===== config.mk =====
export PLATFORM = sky130hd
export DESIGN_NAME = pcq_cell
export DESIGN_NICKNAME = d
export VERILOG_FILES = /design/src/sv/pcq_pkg.sv /design/src/sv/pcq_cell.sv
export SDC_FILE = /design/constraint.sdc
export NUM_CORES = 1
export LEC_CHECK = 0
export ABC_AREA = 1
export BUFFER_PORTS_ARGS = -buffer_cell sky130_fd_sc_hd__buf_2
export CORE_ASPECT_RATIO = 1.75
export CORE_MARGIN = 2
export CORE_UTILIZATION = 50
export DETAILED_ROUTE_END_ITERATION = 12
export PLACE_DENSITY = 0.92
export SYNTH_ARGS = -nofsm -noshare
export SYNTH_HDL_FRONTEND = slang
export SYNTH_SLANG_ARGS = --single-unit

===== constraint.sdc =====
create_clock -name clk_i -period 2.65 [get_ports clk_i]
set_input_delay 0.265 -clock clk_i [delete_from_list [all_inputs] [get_ports clk_i]]
set_output_delay 0.265 -clock clk_i [all_outputs]
set_load 0.05 [all_outputs]

===== src/sv/pcq_pkg.sv =====
package pcq_pkg;

  localparam int TopDepth    = 64;
  localparam int MaxTopSizes = 4;
  localparam int ValW        = 24;
  localparam int TotalW      = 40;
  localparam int DetW        = 17;
  localparam int SizeW       = 7;
  localparam int AccW        = 30;
  localparam int NumW        = 53;
  localparam int QuoW        = 23;
  localparam int PctScale    = 100;

  localparam logic [2:0] RegDetLimit  = 3'd0;
  localparam logic [2:0] RegTopCount  = 3'd1;
  localparam logic [2:0] RegSizeA     = 3'd2;
  localparam logic [2:0] RegSizeB     = 3'd3;
  localparam logic [2:0] RegSizeC     = 3'd4;
  localparam logic [2:0] RegSizeD     = 3'd5;
  localparam logic [2:0] RegFracMode  = 3'd6;

  typedef enum logic [2:0] {
    ST_IDLE,
    ST_DRAIN,
    ST_MUL,
    ST_DIV,
    ST_EMIT,
    ST_CLEAR
  } state_e;

  typedef struct packed {
    logic [23:0] count_value;
    logic        last_of_column;
  } item_t;

  typedef struct packed {
    logic [15:0] column_index;
    logic [39:0] column_total;
    logic [16:0] detected_count;
    logic [1:0]  top_slot;
    logic [22:0] top_share;
    logic        zero_total;
    logic        sizes_unsorted;
    logic        last_result;
  } result_t;

  typedef struct packed {
    logic            ins;
    logic            shift;
    logic            clr;
    logic [ValW-1:0] value;
  } cell_ctrl_t;

endpackage


===== src/sv/pcq_cell.sv =====
module pcq_cell (
  input  logic                      clk_i,
  input  logic                      rst_ni,
  input  pcq_pkg::cell_ctrl_t       ctrl_i,
  input  logic                      prev_lt_i,
  input  logic [pcq_pkg::ValW-1:0]  prev_val_i,
  input  logic [pcq_pkg::ValW-1:0]  next_val_i,
  output logic                      lt_o,
  output logic [pcq_pkg::ValW-1:0]  val_o
);
  import pcq_pkg::*;

  logic [ValW-1:0] val_q, val_d;

  // new word goes below any equal value already held
  assign lt_o = (val_q < ctrl_i.value);

  // clear, or take the word, the upper neighbour's value, or the lower one on drain
  always_comb begin
    val_d = val_q;
    if (ctrl_i.clr) begin
      val_d = '0;
    end else if (ctrl_i.shift) begin
      val_d = next_val_i;
    end else if (ctrl_i.ins && lt_o) begin
      val_d = prev_lt_i ? prev_val_i : ctrl_i.value;
    end
  end

  always_ff @(posedge clk_i or negedge rst_ni) begin
    if (!rst_ni) begin
      val_q <= '0;
    end else begin
      val_q <= val_d;
    end
  end

  assign val_o = val_q;

endmodule


==> impl_metrics.csv, run 1 <==
group,metric,value,unit
outcome,status,"completed",
placement,routabilityCongestion,0.826,
detailed_routing,avgRoutedWirePerCell,13.2,µm
placement,placed_area,2750,µm²
sta,relSlewSlack,0.454,
layout,instances_no_fill,465,
die,start_util,0.518,
global_route,grt_pass1_wl,10100,µm
cts,clockBufferDepth,2,
cts,clock-sinks,24,
synth,syn_avg_cell_area,7.05,µm²
sta,fmax,458,MHz
critical_path,crit_chain,"ha_1 > nand2_1 > inv_1 > nand2_1 > nand2_1 > nand2_1 > nand2_1 > a21oi_4 > and2_2 > buf_2",
synth,ys_seq_elements,24,
global_route,grt_max_degree,48,
critical_path,slowest_delay,0.42,ns
global_route,grt_pass1_vias,2428,
layout,fin_nets,516,
sta,setup_violations,0,
placement,dp_hpwl,4710,µm
sta,tns,0,ns
pwr,net-switching-power,487,µW
sta,min_period_over_period,0.825,
cts,clkLatencyLatePin,0.26,ns
synth,synth.most_common_cell,"nand3_1",
sta,hold_viol_final,0,
die,die_y,93.4,µm
placement,io_buffers,102,
cts,root_buffer,"clkbuf_8",
detailed_routing,vias_per_cell,5.31,
pwr,power_density,420,nW/µm²
die,die_x,55.1,µm
critical_path,cp-end-kind,"output port",
layout,stdcell_area,2820,µm²
critical_path,cp-start-kind,"register",
sta,fin_crit,2.19,ns
layout,antenna_cells,0,
synth,synthTopCellsByArea,"dfrtp_1, ha_1, nand2_2, nand3_1, nand2_1",
synth,async_flop_share,1.00,
synth,synthCells,324,
cts,htree_levels,1,
synth,synth_edf_count,0,
pwr,ir_worst_vdd,0.338,mV
pwr,p_clk_frac,0.209,
critical_path,path_class,"register to output port",
critical_path,path_common_cell,"nand2_1",
cts,cts_tree,"yes",
cts,cts_resized,0,
sta,whs,0.360,ns
cts,cts_setup_buffers,0,
synth,synthTopCellsByCount,"nand3_1, nand2_1, nand2_2, inv_1, nor2_1",
sta,rsz0062_at_grt,"false",
detailed_routing,first_pass_iters,4,
pwr,swShare,0.412,
synth,ys_seq_area_frac,0.263,
layout,largest_reg_flops,24,
die,rows,32,
synth,yosysTopAreaCellShare,0.263,
pwr,p_int,695,µW
cts,clk_pin_slew,0.08,ns
sta,fin_skew,0.00137,ns
synth,ys_types,23,
die,fp.coreArea,4400,µm²
layout,synthToLayoutAreaGrowth,23.4,%
layout,n_fill_cell,429,
pwr,p_leak,1.66,nW
synth,synth_nets,425,
pwr,pwr-share-seq,0.364,
placement,dp.cells,460,
layout,drive_gt1_frac,0.370,
critical_path,arrival,1.92,ns
critical_path,slowest_stage,"dfrtp_1",
die,ioPinCount,103,
cts,cts_made_buffers,3,
sta,final_max_slew_viol_count,0,
run,drv_cap,0,
critical_path,critPathRequiredTime,2.38,ns
global_route,grt-ovfl-total,0,
sta,tightestPinTransition,0.818,ns
detailed_routing,drt-total-wl,6150,µm
pwr,p_total,1.18,mW
detailed_routing,vias,2468,
hold_path,hp-class,"primary input to register",
synth,ys.flop_type,"dfrtp_1",
global_route,grt_usage,0.258,
pwr,combPwrFrac,0.427,
detailed_routing,detail_route.drc_violations,0,
synth,synth_top_area_cell,"dfrtp_1",
critical_path,crit_path_max_fanout,3,
global_route,antenna_found_initial,0,
synth,synth_area,2280,µm²
detailed_routing,antenna_left,0,
synth,yosysWarningCount,0,
die,die_area,5140,µm²
detailed_routing,drtIter0Drc,70,
path summary, 6_finish.rpt:
check | from | to | slack [ns] | cells after the start
max | val_o[10]$_DFFE_PN0P_ | lt_o | 0.46 | 10
min | next_val_i[0] | val_o[0]$_DFFE_PN0P_ | 0.36 | 5
max reg2reg | val_o[10]$_DFFE_PN0P_ | val_o[9]$_DFFE_PN0P_ | 0.58 | 12
min reg2reg | val_o[12]$_DFFE_PN0P_ | val_o[12]$_DFFE_PN0P_ | 0.56 | 2
max in group asynchronous | rst_ni | val_o[20]$_DFFE_PN0P_ | 1.78 | 2
min in group asynchronous | rst_ni | val_o[8]$_DFFE_PN0P_ | 0.52 | 2
power groups by stage:
stage          registers [mW]  logic [mW]  clock network [mW]
5_1_grt                 0.435       0.558               0.261
3_3_place_gp            0.435       0.489                   0
3_5_place_dp            0.437       0.504                   0
2_1_floorplan           0.549       0.246                   0
4_1_cts                 0.430       0.507               0.250
6_report                0.431       0.505               0.247
worst max-delay path, delay by kind of cell, from the launching register on:
| kind | cells | cell delay [ns] |
|---|---|---|
| buffers and inverters | 2 | 0.30 |
| flip-flops | 1 | 0.42 |
| adder cells (fa/ha/maj) | 1 | 0.29 |
| AO/OA/AOI/OAI | 1 | 0.16 |
| AND/OR/NAND/NOR | 6 | 0.48 |
cells by family after synthesis:
kind of cell / count (synthesis) / synth area share
simple gates: 166 / 0.368
compound gates: 56 / 0.130
buf+inv: 54 / 0.108
flops: 24 / 0.263
fa+ha+maj: 23 / 0.126
mux: 1 / 0.00438
layout make-up:
cell class	count	area (µm²)	share of cell area
Sequential cell	24	601	0.213
Clock buffer	4	55.1	0.0195
Tap cell	51	63.8	0.0226
Timing Repair Buffer	104	528	0.187
Multi-Input combinational cell	246	1440	0.509
Inverter	36	135	0.0480
stage by stage:
step | worst slack, ns | utilization
detailed placement | 0.597 | 0.625
finish | 0.465 | 0.640
global placement | 0.653 | 0.625
floorplan | 0.634 | -
CTS | 0.455 | 0.640
global route | 0.311 | 0.640
metal layers:
metal | routed length, µm | global-route usage
met1 | 2310 | 0.288
met5 | 0 | 0
met3 | 263 | 0.0256
met4 | 81 | 0.0671
met2 | 3490 | 0.486
cells in the final DEF (no fill, tap or decap):
master / count
nor3_1: 1
a21oi_1: 29
nor2_1: 30
nand2_2: 40
ha_1: 23
nand2_1: 40
buf_2: 102
nand4_1: 1
mux2i_1: 1
nor2_8: 1
nor2_2: 1
a21oi_4: 1
dlygate4sd3_1: 1
a21o_1: 2
inv_1: 36
nand3_4: 1
o21ai_0: 24
dfrtp_1: 24
clkbuf_8: 4
nand3_1: 49
and2_2: 1
buf_4: 1
nand2_8: 1
what timing repair did:
action | in CTS | in global routing
endpoints found under the hold margin | 24 | 0
setup endpoints to repair | 0 | 0
hold buffers | 1 | 0
No activity file was read; power rests on OpenSTA's default activity.
==> inputs of run 2 (changes only) <==
- CORE_UTILIZATION: 50 -> 48
- PLACE_DENSITY: 0.92 -> 0.89
- clock period: 2.65 -> 2.1 ns (I/O delays scaled with it)
==> run 2 against run 1 <==
  * The flow now finishes with violations (negative setup slack)
  * Critical path type unchanged
  * Sequential cell count unchanged
  * Sequential share of layout area shrank 0.69 points
  * Cell area up 3.3%
  * Setup slack worse by 0.47 ns
==> impl_metrics.csv, run 2 (same netlist as run 1, synthesis figures left out) <==
group,metric,value,unit
outcome,status,"finished with violations",
outcome,failed_checks,"negative setup slack",
detailed_routing,vias,2514,
layout,antenna_cells,0,
sta,tightestPinTransition,0.657,ns
layout,stdcell_area,2910,µm²
die,die_x,56.1,µm
layout,layout_commonest_cell,"buf_2",
cts,clk_pin_slew,0.09,ns
die,ioPinCount,103,
layout,fin_nets,525,
cts,root_buffer,"clkbuf_8",
die,die_y,95.2,µm
sta,min_period_over_period,1.00,
critical_path,crit_path_max_fanout,2,
sta,tns,-0.00169,ns
cts,clockBufferDepth,2,
critical_path,path_class,"register to output port",
cts,cts_made_buffers,3,
hold_path,min_path_cells,5,
pwr,p_leak,1.71,nW
placement,dp_hpwl,4950,µm
layout,final_cell_mix,"buf_2, nand3_1, nand2_1, nand2_2, inv_1",
die,fp.coreArea,4620,µm²
detailed_routing,detail_route.drc_violations,0,
global_route,grt_pass1_wl,10500,µm
cts,cts_tree,"yes",
critical_path,r2r_cells,11,
pwr,ir_worst_vdd,0.375,mV
critical_path,arrival,1.89,ns
layout,drive_gt1_frac,0.388,
placement,routabilityCongestion,0.861,
sta,setup_violations,1,
pwr,power_density,525,nW/µm²
global_route,grt_max_degree,48,
detailed_routing,antenna_left,0,
global_route,antenna_found_initial,0,
sta,rsz0062_at_grt,"true",
global_route,grt-ovfl-total,0,
layout,synthToLayoutAreaGrowth,27.5,%
sta,fin_skew,0.00277,ns
detailed_routing,first_pass_iters,4,
pwr,p_total,1.53,mW
detailed_routing,drtIter0Drc,53,
detailed_routing,vias_per_cell,5.29,
cts,htree_levels,1,
critical_path,critPathRequiredTime,1.89,ns
global_route,grt_pass1_vias,2471,
cts,clock-sinks,24,
sta,final_max_slew_viol_count,0,
cts,clkLatencyLatePin,0.26,ns
layout,largest_reg_flops,24,
die,die_area,5350,µm²
sta,relSlewSlack,0.562,
critical_path,cp-end-kind,"output port",
detailed_routing,avgRoutedWirePerCell,13.4,µm
sta,fin_crit,2.10,ns
die,start_util,0.494,
detailed_routing,drt-total-wl,6360,µm
placement,placed_area,2800,µm²
placement,io_buffers,102,
sta,fin_ws,-0.00169,ns
sta,fmax,476,MHz
run,drv_cap,0,
critical_path,cp-start-kind,"register",
die,rows,33,
sta,hold_viol_final,0,
global_route,grt_usage,0.244,
hold_path,hp-class,"primary input to register",
==> run 2: changes by cell type in the layout (fill, tap and decap cells not counted), sizes merged <==
| cell | change |
|---|---|
| buf | +9 |
==> run 2: routing by layer <==
metal / vias up / track usage / wire length, µm
met5: - / 0 / 0
met1: 1161 / 0.262 / 2280
li1: 1253 / - / -
met4: 0 / 0.125 / 211
met3: 18 / 0.0326 / 319
met2: 82 / 0.460 / 3550
==> run 2: area by class of cell <==
cell class	instances	area, µm²
clock buffers	4	55.1
multi-input cells	246	1440
fillers	442	1710
flip-flops and latches	24	601
inverters	36	135
well taps	52	65.1
repair buffers	113	614
==> run 2: report_power, final <==
part           leakage (nW)  switching [mW]  internal [mW]
logic                  1.37           0.445          0.231
clock network        0.0288           0.145          0.167
registers             0.313          0.0383          0.504
==> run 2: timing repair <==
action                                  CTS  global route
endpoints found under the setup margin    1            25
pin swaps                                 1             0
hold buffers                              1             0
buffers inserted                          2             3
hold endpoints to repair                 24             0
resized for setup                         2             2
==> run 2: critical path, stage by stage, from the launching register on <==
cell,delay [ns]
dfrtp_1,0.41
ha_1,0.30
a21o_1,0.19
nor2_1,0.14
nand2_1,0.10
a21oi_4,0.16
and2_2,0.18
buf_6,0.16
==> run 2: metrics by stage <==
stage	instances	hold WS, ns	util	setup WS (ns)
2_1_floorplan	324	-0.0856	-	0.0993
3_3_place_gp	465	0.220	0.605	0.193
3_5_place_dp	465	0.226	0.605	0.117
4_1_cts	472	0.296	0.623	0.00956
5_1_grt	475	0.316	0.630	-0.0746
6_report	475	0.295	0.630	-0.00169
==> run 2: final timing paths <==
check,startpoint,endpoint,slack [ns]
worst max-delay path,val_o[23]$_DFFE_PN0P_,lt_o,-0.002
worst min-delay path,next_val_i[11],val_o[11]$_DFFE_PN0P_,0.29
worst max register to register,val_o[15]$_DFFE_PN0P_,val_o[9]$_DFFE_PN0P_,0.19
worst min register to register,val_o[11]$_DFFE_PN0P_,val_o[11]$_DFFE_PN0P_,0.55
max in group asynchronous,rst_ni,val_o[16]$_DFFE_PN0P_,1.27
min in group asynchronous,rst_ni,val_o[10]$_DFFE_PN0P_,0.46
==> inputs of run 3 (changes only) <==
- CORE_ASPECT_RATIO: 1.75 -> 0.9
- CORE_UTILIZATION: 48 -> 50
- CTS_CLUSTER_DIAMETER: default -> 60
- PLACE_DENSITY: 0.89 -> 0.92
- clock period: 2.1 -> 2.5 ns (I/O delays scaled with it)
==> run 3 against run 2 <==
  * The run now ends clean
  * Final cell count up 0.21%
  * Sequential cell count unchanged
  * Combinational power down 21%
  * Sequential share of layout area up 0.58 points
  * Largest power group unchanged
==> impl_metrics.csv, run 3 (same netlist as run 1, synthesis figures left out) <==
group,metric,value,unit
layout,final_cell_mix,"buf_2, nand3_1, nand2_1, nand2_2, inv_1",
critical_path,endpoint,"lt_o",
die,die_y,68.1,µm
pwr,power_density,447,nW/µm²
sta,fmax,454,MHz
detailed_routing,antenna_left,0,
layout,fin_nets,516,
layout,stdcell_area,2830,µm²
global_route,met3_usage,0.0324,
run,drv_cap,0,
layout,drive_gt1_frac,0.370,
global_route,grt_pass1_wl,9640,µm
detailed_routing,first_pass_iters,4,
outcome,status,"completed",
detailed_routing,drtIter0Drc,109,
global_route,grt_use_met1,0.309,
critical_path,slowest_stage,"dfrtp_1",
sta,hold_viol_final,0,
global_route,top_usage_layer,"met2",
cts,clock-sinks,24,
pwr,p_leak,1.66,nW
critical_path,r2r_end,"val_o[11]$_DFFE_PN0P_",
die,die_x,75.2,µm
critical_path,r2r_slack,0.42,ns
pwr,combPwrFrac,0.423,
cts,root_buffer,"clkbuf_8",
pwr,p_clk_frac,0.217,
critical_path,path_common_cell,"nand2_1",
layout,synthToLayoutAreaGrowth,24.0,%
layout,antenna_cells,0,
die,fp.coreArea,4430,µm²
sta,tns,0,ns
sta,fin_skew,0.00151,ns
sta,relSlewSlack,0.467,
sta,final_max_slew_viol_count,0,
detailed_routing,detail_route.drc_violations,0,
placement,dp_hpwl,4580,µm
global_route,grt-ovfl-total,0,
critical_path,r2r_cells,12,
placement,routabilityCongestion,0.832,
cts,cts_resized,0,
die,ioPinCount,103,
detailed_routing,drt-total-wl,6100,µm
detailed_routing,vias,2385,
critical_path,path_class,"register to output port",
sta,rsz0062_at_grt,"false",
placement,io_buffers,102,
critical_path,slowest_delay,0.42,ns
detailed_routing,avgRoutedWirePerCell,12.8,µm
cts,cts_tree,"yes",
pwr,p_total,1.27,mW
sta,tightestPinTransition,0.798,ns
critical_path,crit_chain,"ha_1 > nand2_1 > nand2_1 > nand2_1 > nand2_1 > nand2_1 > nand2_1 > a21oi_4 > and2_2 > buf_2",
cts,clk_pin_slew,0.09,ns
placement,pre_cts_slack,0.446,ns
cts,cts_made_buffers,3,
pwr,swShare,0.417,
placement,placed_area,2770,µm²
cts,htree_levels,1,
detailed_routing,vias_per_cell,5.01,
critical_path,cp-start-kind,"register",
pwr,ir_worst_vdd,0.196,mV
pwr,net-switching-power,528,µW
sta,min_period_over_period,0.882,
critical_path,crit_path_max_fanout,3,
critical_path,arrival,1.95,ns
sta,fin_ws,0.296,ns
critical_path,cp-end-kind,"output port",
sta,setup_violations,0,
die,die_area,5120,µm²
pwr,pwr-share-seq,0.360,
critical_path,crit_path_start,"val_o[9]$_DFFE_PN0P_",
critical_path,critPathRequiredTime,2.25,ns
die,rows,23,
global_route,met2_usage,0.440,
global_route,grt_max_degree,48,
cts,clkLatencyLatePin,0.27,ns
global_route,antenna_found_initial,0,
critical_path,timing.rr.start,"val_o[9]$_DFFE_PN0P_",
sta,fin_crit,2.20,ns
hold_path,hp-class,"primary input to register",
die,start_util,0.515,
layout,largest_reg_flops,24,
hold_path,min_path_cells,5,
global_route,grt_usage,0.245,
global_route,grt_pass1_vias,2227,
layout,layout_commonest_cell,"buf_2",
pwr,p_int,738,µW
cts,clockBufferDepth,2,
-- run 3: cell count changes in the layout (fill, tap and decap cells not counted) --
cell	change
buf_6	-1
a21oi_1	+1
buf_4	-8
a21oi_2	-1
nor2_2	-1
buf_2	+1
buf_12	-1
nor2_1	+1
-- run 3: repair_timing --
action,in CTS,in global routing
hold buffers,1,0
setup buffers,0,0
setup endpoints to repair,0,0
endpoints found under the hold margin,24,0
-- run 3: critical path, delay by kind of cell, from the launching register on --
family	cells	cell delay, ns
and+or+nand+nor	7	0.53
AOI/OAI and AO/OA	1	0.16
adders and majority gates	1	0.31
DFF	1	0.42
buffers and inverters	1	0.26
-- run 3: metrics by stage --
| stage | hold slack, ns | std cells | util |
|---|---|---|---|
| 4_1_cts | 0.329 | 476 | 0.639 |
| 6_report | 0.326 | 476 | 0.639 |
| 5_1_grt | 0.362 | 476 | 0.639 |
| 3_5_place_dp | 0.273 | 471 | 0.624 |
| 3_3_place_gp | 0.260 | 471 | 0.624 |
| 2_1_floorplan | -0.0456 | 324 | - |
-- run 3: final cells by class --
cell class,count,area (µm²)
Clock buffer,4,55.1
Inverter,36,135
Fill cell,447,1600
Tap cell,62,77.6
Sequential cell,24,601
Timing Repair Buffer,104,528
Multi-Input combinational cell,246,1440
-- run 3: worst min path at each step --
| stage | to | from | slack, ns |
|---|---|---|---|
| 3_3_place_gp | val_o[13]$_DFFE_PN0P_ | rst_ni | 0.26 |
| 2_1_floorplan | val_o[0]$_DFFE_PN0P_ | rst_ni | -0.05 |
| 4_1_cts | val_o[10]$_DFFE_PN0P_ | next_val_i[10] | 0.33 |
| 6_report | val_o[10]$_DFFE_PN0P_ | next_val_i[10] | 0.33 |
| 3_5_place_dp | val_o[13]$_DFFE_PN0P_ | rst_ni | 0.27 |
| 5_1_grt | val_o[5]$_DFFE_PN0P_ | next_val_i[5] | 0.36 |
-- run 3: power groups by stage --
stage               combinational [mW]  clock [mW]  sequential [mW]
floorplan                        0.261           0            0.582
global placement                 0.520           0            0.460
detailed placement               0.533           0            0.462
CTS                              0.537       0.276            0.454
global route                     0.593       0.294            0.460
finish                           0.535       0.275            0.456
-- run 3: layer usage --
| layer | vias to the layer above | part of all wire |
|---|---|---|
| met5 | - | 0 |
| met4 | 0 | 0.015 |
| met3 | 10 | 0.057 |
| met2 | 88 | 0.46 |
| met1 | 1043 | 0.47 |
| li1 | 1244 | - |
