==> src/sv/pcq_pkg.sv <==
package pcq_pkg;

  localparam int TopDepth    = 64;
  localparam int MaxTopSizes = 4;
  localparam int ValW        = 24;
  localparam int TotalW      = 40;
  localparam int DetW        = 17;
  localparam int SizeW       = 7;
  localparam int AccW        = 30;
  localparam int NumW        = 53;
  localparam int QuoW        = 23;
  localparam int PctScale    = 100;

  localparam logic [2:0] RegDetLimit  = 3'd0;
  localparam logic [2:0] RegTopCount  = 3'd1;
  localparam logic [2:0] RegSizeA     = 3'd2;
  localparam logic [2:0] RegSizeB     = 3'd3;
  localparam logic [2:0] RegSizeC     = 3'd4;
  localparam logic [2:0] RegSizeD     = 3'd5;
  localparam logic [2:0] RegFracMode  = 3'd6;

  typedef enum logic [2:0] {
    ST_IDLE,
    ST_DRAIN,
    ST_MUL,
    ST_DIV,
    ST_EMIT,
    ST_CLEAR
  } state_e;

  typedef struct packed {
    logic [23:0] count_value;
    logic        last_of_column;
  } item_t;

  typedef struct packed {
    logic [15:0] column_index;
    logic [39:0] column_total;
    logic [16:0] detected_count;
    logic [1:0]  top_slot;
    logic [22:0] top_share;
    logic        zero_total;
    logic        sizes_unsorted;
    logic        last_result;
  } result_t;

  typedef struct packed {
    logic            ins;
    logic            shift;
    logic            clr;
    logic [ValW-1:0] value;
  } cell_ctrl_t;

endpackage

==> src/sv/pcq_div.sv <==
module pcq_div (
  input  logic                        clk_i,
  input  logic                        rst_ni,
  input  logic                        go_i,
  input  logic [pcq_pkg::NumW-1:0]    num_i,
  input  logic [pcq_pkg::TotalW-1:0]  den_i,
  output logic                        done_o,
  output logic [pcq_pkg::QuoW-1:0]    quo_o
);
  import pcq_pkg::*;

  logic [TotalW-1:0] rem_q, rem_d;
  logic [QuoW-1:0]   nsh_q, nsh_d;
  logic [QuoW-1:0]   quo_q, quo_d;
  logic [4:0]        cnt_q, cnt_d;
  logic              run_q, run_d;
  logic [TotalW:0]   trial;

  assign trial = {rem_q, nsh_q[QuoW-1]};

  // one quotient bit per cycle, restoring
  always_comb begin
    rem_d = rem_q;
    nsh_d = nsh_q;
    quo_d = quo_q;
    cnt_d = cnt_q;
    run_d = run_q;
    if (go_i) begin
      rem_d = TotalW'(num_i[NumW-1:QuoW]);
      nsh_d = num_i[QuoW-1:0];
      quo_d = '0;
      cnt_d = 5'(QuoW);
      run_d = 1'b1;
    end else if (run_q) begin
      nsh_d = {nsh_q[QuoW-2:0], 1'b0};
      if (trial >= {1'b0, den_i}) begin
        rem_d = TotalW'(trial - {1'b0, den_i});
        quo_d = {quo_q[QuoW-2:0], 1'b1};
      end else begin
        rem_d = trial[TotalW-1:0];
        quo_d = {quo_q[QuoW-2:0], 1'b0};
      end
      cnt_d = cnt_q - 5'd1;
      if (cnt_q == 5'd1) run_d = 1'b0;
    end
  end

  always_ff @(posedge clk_i or negedge rst_ni) begin
    if (!rst_ni) begin
      cnt_q <= '0;
      run_q <= 1'b0;
    end else begin
      cnt_q <= cnt_d;
      run_q <= run_d;
    end
  end

  always_ff @(posedge clk_i) begin
    rem_q <= rem_d;
    nsh_q <= nsh_d;
    quo_q <= quo_d;
  end

  assign done_o = run_q && (cnt_q == 5'd1);
  assign quo_o  = quo_d;

endmodule

==> config.mk <==
export PLATFORM = sky130hd
export DESIGN_NAME = pcq_div
export DESIGN_NICKNAME = d
export VERILOG_FILES = /design/src/sv/pcq_pkg.sv /design/src/sv/pcq_div.sv
export SDC_FILE = /design/constraint.sdc
export NUM_CORES = 1
export LEC_CHECK = 0
export BUFFER_PORTS_ARGS = -buffer_cell sky130_fd_sc_hd__buf_2
export CORE_MARGIN = 1
export CORE_UTILIZATION = 51
export CTS_CLUSTER_DIAMETER = 80
export CTS_CLUSTER_SIZE = 25
export DETAILED_ROUTE_END_ITERATION = 10
export GPL_TIMING_DRIVEN = 0
export PLACE_DENSITY_LB_ADDON = 0.2
export SLEW_MARGIN = 15
export SYNTH_ARGS = -nofsm -noshare
export SYNTH_HDL_FRONTEND = slang
export SYNTH_SLANG_ARGS = --single-unit
==> constraint.sdc <==
create_clock -name clk_i -period 2.7 [get_ports clk_i]
set_input_delay 0.27 -clock clk_i [delete_from_list [all_inputs] [get_ports clk_i]]
set_output_delay 0.27 -clock clk_i [all_outputs]
set_load 0.05 [all_outputs]
==> flow_metrics.env, run 1 <==
export IMPL_status="finished with violations"
export IMPL_violations="setup timing"
export IMPL_drt_iter0_drc=395
export IMPL_nets=1059
export IMPL_clock_sinks=92
export IMPL_diodes=0
export IMPL_max_freq_mhz=308
export IMPL_min_path_type="in2reg"
export IMPL_cp_end_kind="output pin"
export IMPL_initial_utilization_pct=52.3
export IMPL_power_density_mw_per_mm2=1120
export IMPL_cp_cell_sequence="ha_1 > buf_6 > a21oi_4 > o211a_1 > o31ai_2 > a21o_1 > o21ai_4 > o31a_1 > buf_12 > a211oi_4 > buf_6"
export IMPL_worstSetupPathType="reg2out"
export IMPL_setup_viol=41
export IMPL_grt_usage_pct=29.6
export IMPL_ys_types=65
export IMPL_synth_top_area_cell="edfxtp_1"
export IMPL_htree_levels=3
export IMPL_clk_pin_slew_ns=0.08
export IMPL_clock_skew_ns=0.0123
export IMPL_yosys_top_cells_area="edfxtp_1 (24%), dfxtp_1 (10%), ha_1 (8.0%)"
export IMPL_cts_buffers=9
export IMPL_fin_area_mm2=0.00890
export IMPL_areaGrowthSynthToFinish_pct=35.4
export IMPL_final_hold_viol_count=0
export IMPL_place_detailed_hpwl_mm=13.2
export IMPL_fin_crit_ns=3.24
export IMPL_drv_slew=0
export IMPL_required_ns=2.43
export IMPL_drc=0
export IMPL_syn_nets=876
export IMPL_core_rowCount=41
export IMPL_dp_cells=1029
export IMPL_grt_pass1_vias=6159
export IMPL_grt_max_degree=38
export IMPL_ys_warn_count=0
export IMPL_cts_buffer_depth=2
export IMPL_cp_common_cell="buf_6"
export IMPL_wl_per_cell_um=17.5
export IMPL_grt_pass1_wl_mm=30.0
export IMPL_syn_mean_instance_area_um2=8.91
export IMPL_synth_edf_count=53
export IMPL_vias=6198
export IMPL_antenna_found_initial=2
export IMPL_fin_ws_ns=-0.542
export IMPL_period_share_pct=120
export IMPL_syn_inst=737
export IMPL_path_max_fanout=6
export IMPL_netlist_area_mm2=0.00657
export IMPL_overflow=0
export IMPL_synth_top_area_share_pct=24.2
export IMPL_vias_per_cell=5.65
export IMPL_die_h_um=116
export IMPL_instances_no_fill=1097
export IMPL_cpPeakStageDelay_ns=0.43
export IMPL_gp_congestion=0.955
export IMPL_cts_tree="built"
export IMPL_die_w_um=116
export IMPL_maxCapViolations=0
export IMPL_grt_setup_unrepaired="true"
export IMPL_first_pass_iters=5
export IMPL_vdd_drop_max_mv=0.553
export IMPL_core_mm2=0.0126
export IMPL_portBuffers=119
export IMPL_fin_util_pct=70.8
export IMPL_place_area_mm2=0.00748
export IMPL_clk_latency_ns=0.37
export IMPL_worst_path_buf_inv=3
export IMPL_ys_seq_area_share_pct=36.6
export IMPL_relSlewSlack_pct=44.5
export IMPL_startpoint_type="flip-flop"
export IMPL_drive_gt1_share_pct=36.0
export IMPL_ys_seq_elements=92
export IMPL_p_leak_nw=4.08
export IMPL_worstMarginPinSlew_ns=0.833
export IMPL_ys_flop_type="edfxtp_1"
export IMPL_slowest_stage="edfxtp_1"
export IMPL_dieArea_mm2=0.0133
export IMPL_io_pins=120
export IMPL_arrival_ns=2.97
export IMPL_ant_nets=0
export IMPL_wirelength_mm=19.2
export IMPL_crit_family="compound AO/OA/AOI/OAI gates"
export IMPL_synthArstFlopShare_pct=6.52
export IMPL_root_buffer="clkbuf_16"
-- metrics by stage --
stage / hold WS [ns] / worst slack [ns] / setup TNS, ns / total power [mW]
floorplan: -0.0256 / -0.206 / -0.398 / 5.42
global placement: 0.0943 / -0.596 / -36.59 / 6.40
detailed placement: 0.101 / -0.620 / -19.57 / 6.44
CTS: 0.176 / -0.592 / -15.51 / 9.38
global route: 0.185 / -0.664 / -21.87 / 10.5
finish: 0.174 / -0.542 / -15.55 / 9.93
-- Yosys cell counts (2+ instances only) --
library cell / count
nor2_1: 82
a21oi_1: 66
inv_1: 62
nand2_1: 55
edfxtp_1: 53
ha_1: 42
dfxtp_1: 33
mux2_2: 32
o21ai_0: 28
mux2i_1: 24
xnor2_1: 19
xor2_1: 19
clkbuf_1: 17
a211oi_1: 16
nand3_1: 15
a21o_1: 13
and3_1: 12
nor3_1: 11
a31oi_1: 10
buf_2: 10
o211ai_1: 9
nand2b_1: 8
dfrtp_1: 6
nor4_1: 6
o21bai_1: 6
buf_1: 5
nand4_1: 5
nor2b_1: 5
o21a_1: 5
a221o_1: 4
a311oi_1: 4
a41oi_1: 4
and2_1: 4
o21ai_1: 4
buf_4: 3
buf_6: 3
or3_1: 3
a21boi_0: 2
a32oi_1: 2
nor4b_1: 2
o211a_1: 2
o311a_1: 2
o31ai_1: 2
-- what timing repair did --
action	4_1_cts	5_1_grt
gates cloned	3	0
pin swaps	41	19
hold buffers	1	0
gates resized for setup	98	47
setup endpoints to repair	44	42
endpoints found under the hold margin	6	0
setup buffers	42	14
-- cells by family after synthesis --
family | count (synthesis) | share of synthesized area [%]
flip-flops | 92 | 36.6
AO/OA/AOI/OAI | 192 | 19.4
adder cells (fa/ha/maj) | 43 | 8.30
multiplexers | 56 | 9.14
buffers and inverters | 101 | 6.47
XOR/XNOR | 38 | 5.07
AND/OR/NAND/NOR | 215 | 15.0
-- sequential cells by signal, summed over array words and instances (netlist names) --
name / flops
run_q: 1
nsh_q: 23
cnt_q: 5
rem_q: 40
quo_q: 23
-- cell usage in the layout, fill, tap and decap left out, types with 23 or more instances in the layout --
cell type  Yosys  layout
buf_4          3      41
a21oi_1       66      51
dfxtp_1       33      33
mux2_2        32      28
buf_2         10     120
ha_1          42      25
mux2i_1       24      23
edfxtp_1      53      53
nand2_1       55      48
nor2_1        82      76
inv_1         62      61
-- report_power, final --
| group | total, mW | leakage [nW] | internal, mW | switching, mW |
|---|---|---|---|---|
| Sequential | 2.18 | 0.886 | 1.89 | 0.287 |
| Combinational | 6.45 | 3.04 | 3.20 | 3.26 |
| Clock | 1.30 | 0.147 | 0.656 | 0.646 |
-- path summary, 6_finish.rpt --
| kind | start | endpoint | slack [ns] | cells after the start |
|---|---|---|---|---|
| setup / recovery | rem_q[21] | quo_o[0] | -0.54 | 11 |
| hold / removal | num_i[50] | rem_q[27] | 0.17 | 2 |
| setup reg to reg | rem_q[21] | rem_q[22] | -0.44 | 13 |
| hold reg to reg | rem_q[38] | rem_q[38] | 0.48 | 2 |
| max in group asynchronous | rst_ni | cnt_q[1] | 2.29 | 2 |
| min in group asynchronous | rst_ni | cnt_q[2] | 0.26 | 2 |
-- cell type report --
type                    instances  area [um2]
multi-input cells             544        4280
fillers                      1005        3670
flip-flops and latches         92        2400
repair buffers                178        1210
plain buffers                  32         254
inverters                      63         236
clock buffers                   9         225
well taps                     172         215
clock inverters                 7        73.8
-- metal layers --
layer	part of all wire (%)	up-vias	GRT usage, %
met3	7.9	41	7.22
met5	0.083	-	0
met4	2.6	2	14.0
li1	-	3008	-
met2	47	244	48.2
met1	42	2903	36.8
No activity file was read; power rests on OpenSTA's default activity.
==> run 2, diff against run 1 <==
CORE_UTILIZATION = 50   (was 51)
CTS_CLUSTER_DIAMETER = 100   (was 80)
==> run 2 against run 1 <==
The run still ends with setup timing left. Combinational power rose by 9.8%. Via count increased by 3.5%. Routed wire length grew 3.7%. Power increased by 6.7%. Final cell count is 1.1% higher. Clock skew grew 0.0052 ns. Fmax up 0.50%. First-iteration DRC count increased by 2.0%. Die area up 2.0%. Critical endpoint unchanged. Largest cell class unchanged.
==> flow_metrics.env, run 2 (same netlist as run 1, synthesis figures left out) <==
export IMPL_status="finished with violations"
export IMPL_violations="setup timing"
export IMPL_grt_max_degree=37
export IMPL_io_pins=120
export IMPL_gp_congestion=0.994
export IMPL_initial_utilization_pct=51.6
export IMPL_wirelength_mm=19.9
export IMPL_clockPowerShare_pct=12.6
export IMPL_max_freq_mhz=310
export IMPL_p_comb_share_pct=66.8
export IMPL_first_pass_iters=5
export IMPL_nets=1070
export IMPL_vias_per_cell=5.78
export IMPL_n_fill_cell=968
export IMPL_vdd_drop_max_mv=0.578
export IMPL_fin_ws_ns=-0.526
export IMPL_overflow=0
export IMPL_layout_cells_most_common="buf_2"
export IMPL_slowest_stage="edfxtp_1"
export IMPL_clk_latency_ns=0.37
export IMPL_whs_ns=0.170
export IMPL_vias=6414
export IMPL_power_density_mw_per_mm2=1160
export IMPL_swShare_pct=41.8
export IMPL_die_w_um=117
export IMPL_grt_pass1_vias=6092
export IMPL_core_mm2=0.0127
export IMPL_cp_cell_sequence="ha_4 > buf_6 > and3_4 > and3_4 > o211ai_1 > a31oi_4 > o21ai_4 > o31a_1 > buf_12 > a211oi_4 > buf_6"
export IMPL_areaGrowthSynthToFinish_pct=39.3
export IMPL_fin_crit_ns=3.23
export IMPL_drt_iter0_drc=403
export IMPL_drv_slew=0
export IMPL_grt_pass1_wl_mm=29.4
export IMPL_clock_sinks=92
export IMPL_p_switching_mw=4.43
export IMPL_cts_tree="built"
export IMPL_crit_family="compound AO/OA/AOI/OAI gates"
export IMPL_die_h_um=117
export IMPL_drc=0
export IMPL_cp_end_kind="output pin"
export IMPL_p_leak_nw=4.16
export IMPL_cts_buffer_depth=2
export IMPL_fin_area_mm2=0.00915
export IMPL_path_max_fanout=5
export IMPL_root_buffer="clkbuf_16"
export IMPL_min_path_type="in2reg"
export IMPL_grt_setup_unrepaired="true"
export IMPL_dieArea_mm2=0.0136
export IMPL_regMostFlops="rem_q"
export IMPL_ant_nets=0
export IMPL_arrival_ns=2.96
export IMPL_clock_skew_ns=0.0176
export IMPL_sequentialPowerShare_pct=20.6
export IMPL_tns_ns=-15.11
export IMPL_maxCapViolations=0
export IMPL_antenna_found_initial=0
export IMPL_top_regs="rem_q x40, nsh_q x23, quo_q x23"
export IMPL_largest_reg_flops=40
export IMPL_final_cell_mix="buf_2 (122), nor2_1 (72), inv_1 (61), a21oi_1 (57), edfxtp_1 (53)"
export IMPL_final_hold_viol_count=0
export IMPL_startpoint_type="flip-flop"
export IMPL_worstSetupPathType="reg2out"
export IMPL_relSlewSlack_pct=30.4
export IMPL_core_rowCount=41
export IMPL_internal_power_mw=6.16
export IMPL_portBuffers=119
export IMPL_worstMarginPinSlew_ns=1.04
export IMPL_wl_per_cell_um=18.0
export IMPL_htree_levels=3
export IMPL_cpPeakStageDelay_ns=0.43
export IMPL_required_ns=2.43
export IMPL_grt_usage_pct=28.6
export IMPL_setup_viol=41
export IMPL_reg2reg_slack_ns=-0.50
export IMPL_drive_gt1_share_pct=37.9
export IMPL_place_detailed_hpwl_mm=13.3
export IMPL_worst_path_buf_inv=3
export IMPL_clk_pin_slew_ns=0.09
export IMPL_period_share_pct=119
export IMPL_cts_buffers=9
export IMPL_place_area_mm2=0.00748
[run 2: cell types whose count changed in the layout (fill, tap and decap cells not counted), sizes merged]
cell	before	now
buf	195	205
bufbuf	0	1
diode	0	1
[run 2: layout make-up]
class / count / area (um2) / area share [%]
diodes: 1 / 2.50 / 0.0273
plain buffers: 30 / 226 / 2.47
clock buffers: 9 / 225 / 2.46
clock inverters: 7 / 86.3 / 0.943
inverters: 63 / 236 / 2.58
multi-input cells: 544 / 4350 / 47.5
flip-flops and latches: 92 / 2400 / 26.3
well taps: 172 / 215 / 2.35
repair buffers: 191 / 1410 / 15.4
[run 2: repair_timing]
| item | CTS | global route |
|---|---|---|
| buffers inserted | 26 | 39 |
| pin swaps | 27 | 56 |
| gates cloned | 3 | 2 |
| gates resized for setup | 73 | 94 |
| hold endpoints to repair | 6 | 0 |
| setup endpoints to repair | 44 | 42 |
| hold buffers | 1 | 0 |
[run 2: metal layers]
layer	GRT usage, %	share of wire [%]
met2	48.3	48
met5	0	0
met3	5.19	7.8
met1	35.2	41
met4	14.0	3.2
[run 2: final timing paths]
kind	startpoint	end	cells past startpoint
setup / recovery	rem_q[14]	quo_o[0]	11
min in group asynchronous	rst_ni	cnt_q[2]	2
max in group asynchronous	rst_ni	cnt_q[0]	2
hold reg to reg	rem_q[38]	rem_q[38]	2
hold / removal	num_i[50]	rem_q[27]	2
setup reg to reg	rem_q[2]	rem_q[25]	13
[run 2: per-stage QoR]
step,power (mW),std cells,setup slack (ns),util (%)
final,10.6,1109,-0.526,71.9
after global routing,11.1,1108,-0.598,71.9
after CTS,8.91,1070,-0.678,66.0
after detailed placement,6.43,1029,-0.565,58.8
after global placement,6.35,1028,-0.550,58.6
after floorplan,5.42,737,-0.206,-
[run 2: power groups by stage]
| stage | combinational [mW] | sequential, mW | clock, mW |
|---|---|---|---|
| 6_report | 7.08 | 2.19 | 1.33 |
| 5_1_grt | 7.50 | 2.22 | 1.39 |
| 4_1_cts | 5.43 | 2.14 | 1.34 |
| 3_5_place_dp | 4.29 | 2.14 | 0 |
| 3_3_place_gp | 4.22 | 2.13 | 0 |
| 2_1_floorplan | 3.36 | 2.06 | 0 |
==> run 3, diff against run 2 <==
--- a/config.mk
+++ b/config.mk
@@ -8,5 +8,5 @@
 export BUFFER_PORTS_ARGS = -buffer_cell sky130_fd_sc_hd__buf_2
 export CORE_MARGIN = 1
-export CORE_UTILIZATION = 50
+export CORE_UTILIZATION = 51
 export CTS_CLUSTER_DIAMETER = 100
 export CTS_CLUSTER_SIZE = 25
@@ -18,2 +18,3 @@
 export SYNTH_HDL_FRONTEND = slang
 export SYNTH_SLANG_ARGS = --single-unit
+export TNS_END_PERCENT = 1
==> constraint.sdc (replaced) <==
create_clock -name clk_i -period 2.7 [get_ports clk_i]
set_input_delay 0.27 -clock clk_i [delete_from_list [all_inputs] [get_ports clk_i]]
set_output_delay 0.27 -clock clk_i [all_outputs]
set_load 0.1 [all_outputs]
==> run 3 against run 2 <==
The run still ends with setup timing left. Critical path depth stayed put. Clock skew decreased by 0.0099 ns. Count of clock-buffer cells in the layout rose by 2. Global-route usage is 0.57 points lower. Die area decreased by 1.9%. Sequential share of layout area rose by 1.8 points. Flip-flop and latch count did not move. Register-to-register slack better by 0.03 ns. First-iteration DRC count up 20%. Via count shrank 3.9%. Combinational power down 22%. Fmax down 0.84%. Largest cell class unchanged. Largest power group unchanged.
==> flow_metrics.env, run 3 (same netlist as run 1, synthesis figures left out) <==
export IMPL_r2r_end="rem_q[2]"
export IMPL_grt_max_degree=37
export IMPL_reg2reg_from="rem_q[21]"
export IMPL_slowest_stage="edfxtp_1"
export IMPL_wirelength_mm=18.8
export IMPL_die_w_um=116
export IMPL_hold_depth=2
export IMPL_status="finished with violations"
export IMPL_overflow=0
export IMPL_p_leak_nw=3.89
export IMPL_startpoint_type="flip-flop"
export IMPL_vdd_drop_max_mv=0.467
export IMPL_arrival_ns=2.98
export IMPL_cts_buffers=9
export IMPL_maxCapViolations=0
export IMPL_drv_slew=0
export IMPL_fin_util_pct=68.1
export IMPL_antenna_found_initial=0
export IMPL_grt_pass1_vias=5891
export IMPL_top_regs="rem_q x40, nsh_q x23, quo_q x23"
export IMPL_relSlewSlack_pct=41.7
export IMPL_worstSetupPathType="reg2out"
export IMPL_fin_ws_ns=-0.553
export IMPL_vias=6167
export IMPL_grt_pass1_wl_mm=28.5
export IMPL_crit_family="simple AND/OR/NAND/NOR gates"
export IMPL_regMostFlops="rem_q"
export IMPL_layout_cells_most_common="buf_2"
export IMPL_clk_latency_ns=0.36
export IMPL_die_h_um=116
export IMPL_first_pass_iters=5
export IMPL_initial_utilization_pct=52.3
export IMPL_rr_worst_depth=11
export IMPL_min_path_type="in2reg"
export IMPL_drc=0
export IMPL_path_max_fanout=7
export IMPL_max_freq_mhz=307
export IMPL_violations="setup timing"
export IMPL_worst_path_buf_inv=3
export IMPL_final_hold_viol_count=0
export IMPL_nets=1042
export IMPL_drive_gt1_share_pct=32.9
export IMPL_ant_nets=0
export IMPL_cts_tree="built"
export IMPL_htree_levels=3
export IMPL_grt_usage_pct=28.0
export IMPL_fin_crit_ns=3.25
export IMPL_areaGrowthSynthToFinish_pct=30.3
export IMPL_clock_skew_ns=0.00767
export IMPL_total_power_mw=9.01
export IMPL_diodes=0
export IMPL_n_fill_cell=1029
export IMPL_clock_sinks=92
export IMPL_place_detailed_hpwl_mm=13.2
export IMPL_gp_congestion=0.979
export IMPL_core_rowCount=41
export IMPL_core_mm2=0.0126
export IMPL_tns_ns=-14.42
export IMPL_period_share_pct=120
export IMPL_required_ns=2.43
export IMPL_wl_per_cell_um=17.4
export IMPL_drt_iter0_drc=484
export IMPL_largest_reg_flops=40
export IMPL_hold_end="rem_q[27]"
export IMPL_reg2reg_slack_ns=-0.47
export IMPL_cp_end_kind="output pin"
export IMPL_root_buffer="clkbuf_16"
export IMPL_setup_viol=41
export IMPL_cts_buffer_depth=2
export IMPL_final_cell_mix="buf_2 (120), nor2_1 (81), inv_1 (61), a21oi_1 (60)"
export IMPL_cpPeakStageDelay_ns=0.41
export IMPL_clk_pin_slew_ns=0.07
export IMPL_vias_per_cell=5.71
export IMPL_portBuffers=119
export IMPL_hold_start="num_i[50]"
export IMPL_dieArea_mm2=0.0133
export IMPL_grt_setup_unrepaired="true"
export IMPL_power_density_mw_per_mm2=1050
export IMPL_dpl_worst_slack_ns=-0.690
export IMPL_cp_common_cell="buf_12"
export IMPL_io_pins=120
export IMPL_cp_cell_sequence="ha_1 > clkbuf_4 > nand4_1 > nor3_2 > and3_1 > a41oi_2 > and3_4 > o31a_1 > buf_12 > a211oi_4 > buf_12"
export IMPL_worstMarginPinSlew_ns=0.874
-- run 3: cell types whose count changed in the layout (fill, tap and decap cells not counted), sizes merged --
| cell | previous run | this run |
|---|---|---|
| buf | 205 | 177 |
| bufbuf | 1 | 0 |
| clkbuf | 23 | 26 |
| clkinv | 4 | 1 |
| diode | 1 | 0 |
| inv | 66 | 67 |
-- run 3: how the worst max path moves through the flow --
stage / start / to / cells past startpoint
3_5_place_dp: rem_q[20] / quo_o[0] / 12
3_3_place_gp: den_i[35] / quo_o[0] / 14
6_report: rem_q[19] / quo_o[0] / 11
2_1_floorplan: rem_q[17] / quo_o[0] / 10
5_1_grt: rem_q[6] / quo_o[0] / 10
4_1_cts: rem_q[27] / quo_o[0] / 12
-- run 3: metal layers --
layer	up-vias	routed length (um)	GRT usage [%]	part of all wire, %
li1	2981	-	-	-
met1	2916	8340	35.8	44
met2	234	8910	46.9	47
met3	36	1130	4.45	6.0
met4	0	461	12.1	2.4
met5	-	0	0	0
-- run 3: timing repair --
action | in CTS | in global routing
setup buffers | 17 | 23
endpoints found under the hold margin | 6 | 0
resized for setup | 64 | 45
hold buffers | 1 | 0
setup endpoints to repair | 44 | 56
pin swaps | 24 | 27
-- run 3: power by group --
part | leakage (nW) | internal, mW | switching [mW]
logic | 2.85 | 2.53 | 3.00
registers | 0.886 | 1.89 | 0.290
clock network | 0.150 | 0.702 | 0.603
-- run 3: stage by stage --
step	area, um2	hold WS (ns)	std cells
after floorplan	6640	-0.0256	737
after global placement	7450	0.0936	1028
after detailed placement	7470	0.0953	1029
after CTS	8170	0.182	1059
after global routing	8560	0.201	1080
final	8560	0.189	1080
-- run 3: layout make-up --
type,count,area (um2),share of cell area [%]
clock buffer,11,254,2.97
clock inverter,5,46.3,0.541
inverter,63,236,2.76
timing repair buffer,161,941,11.0
tap,172,215,2.51
sequential,92,2400,28.1
buffer,32,226,2.65
multi-input combinational,544,4240,49.5
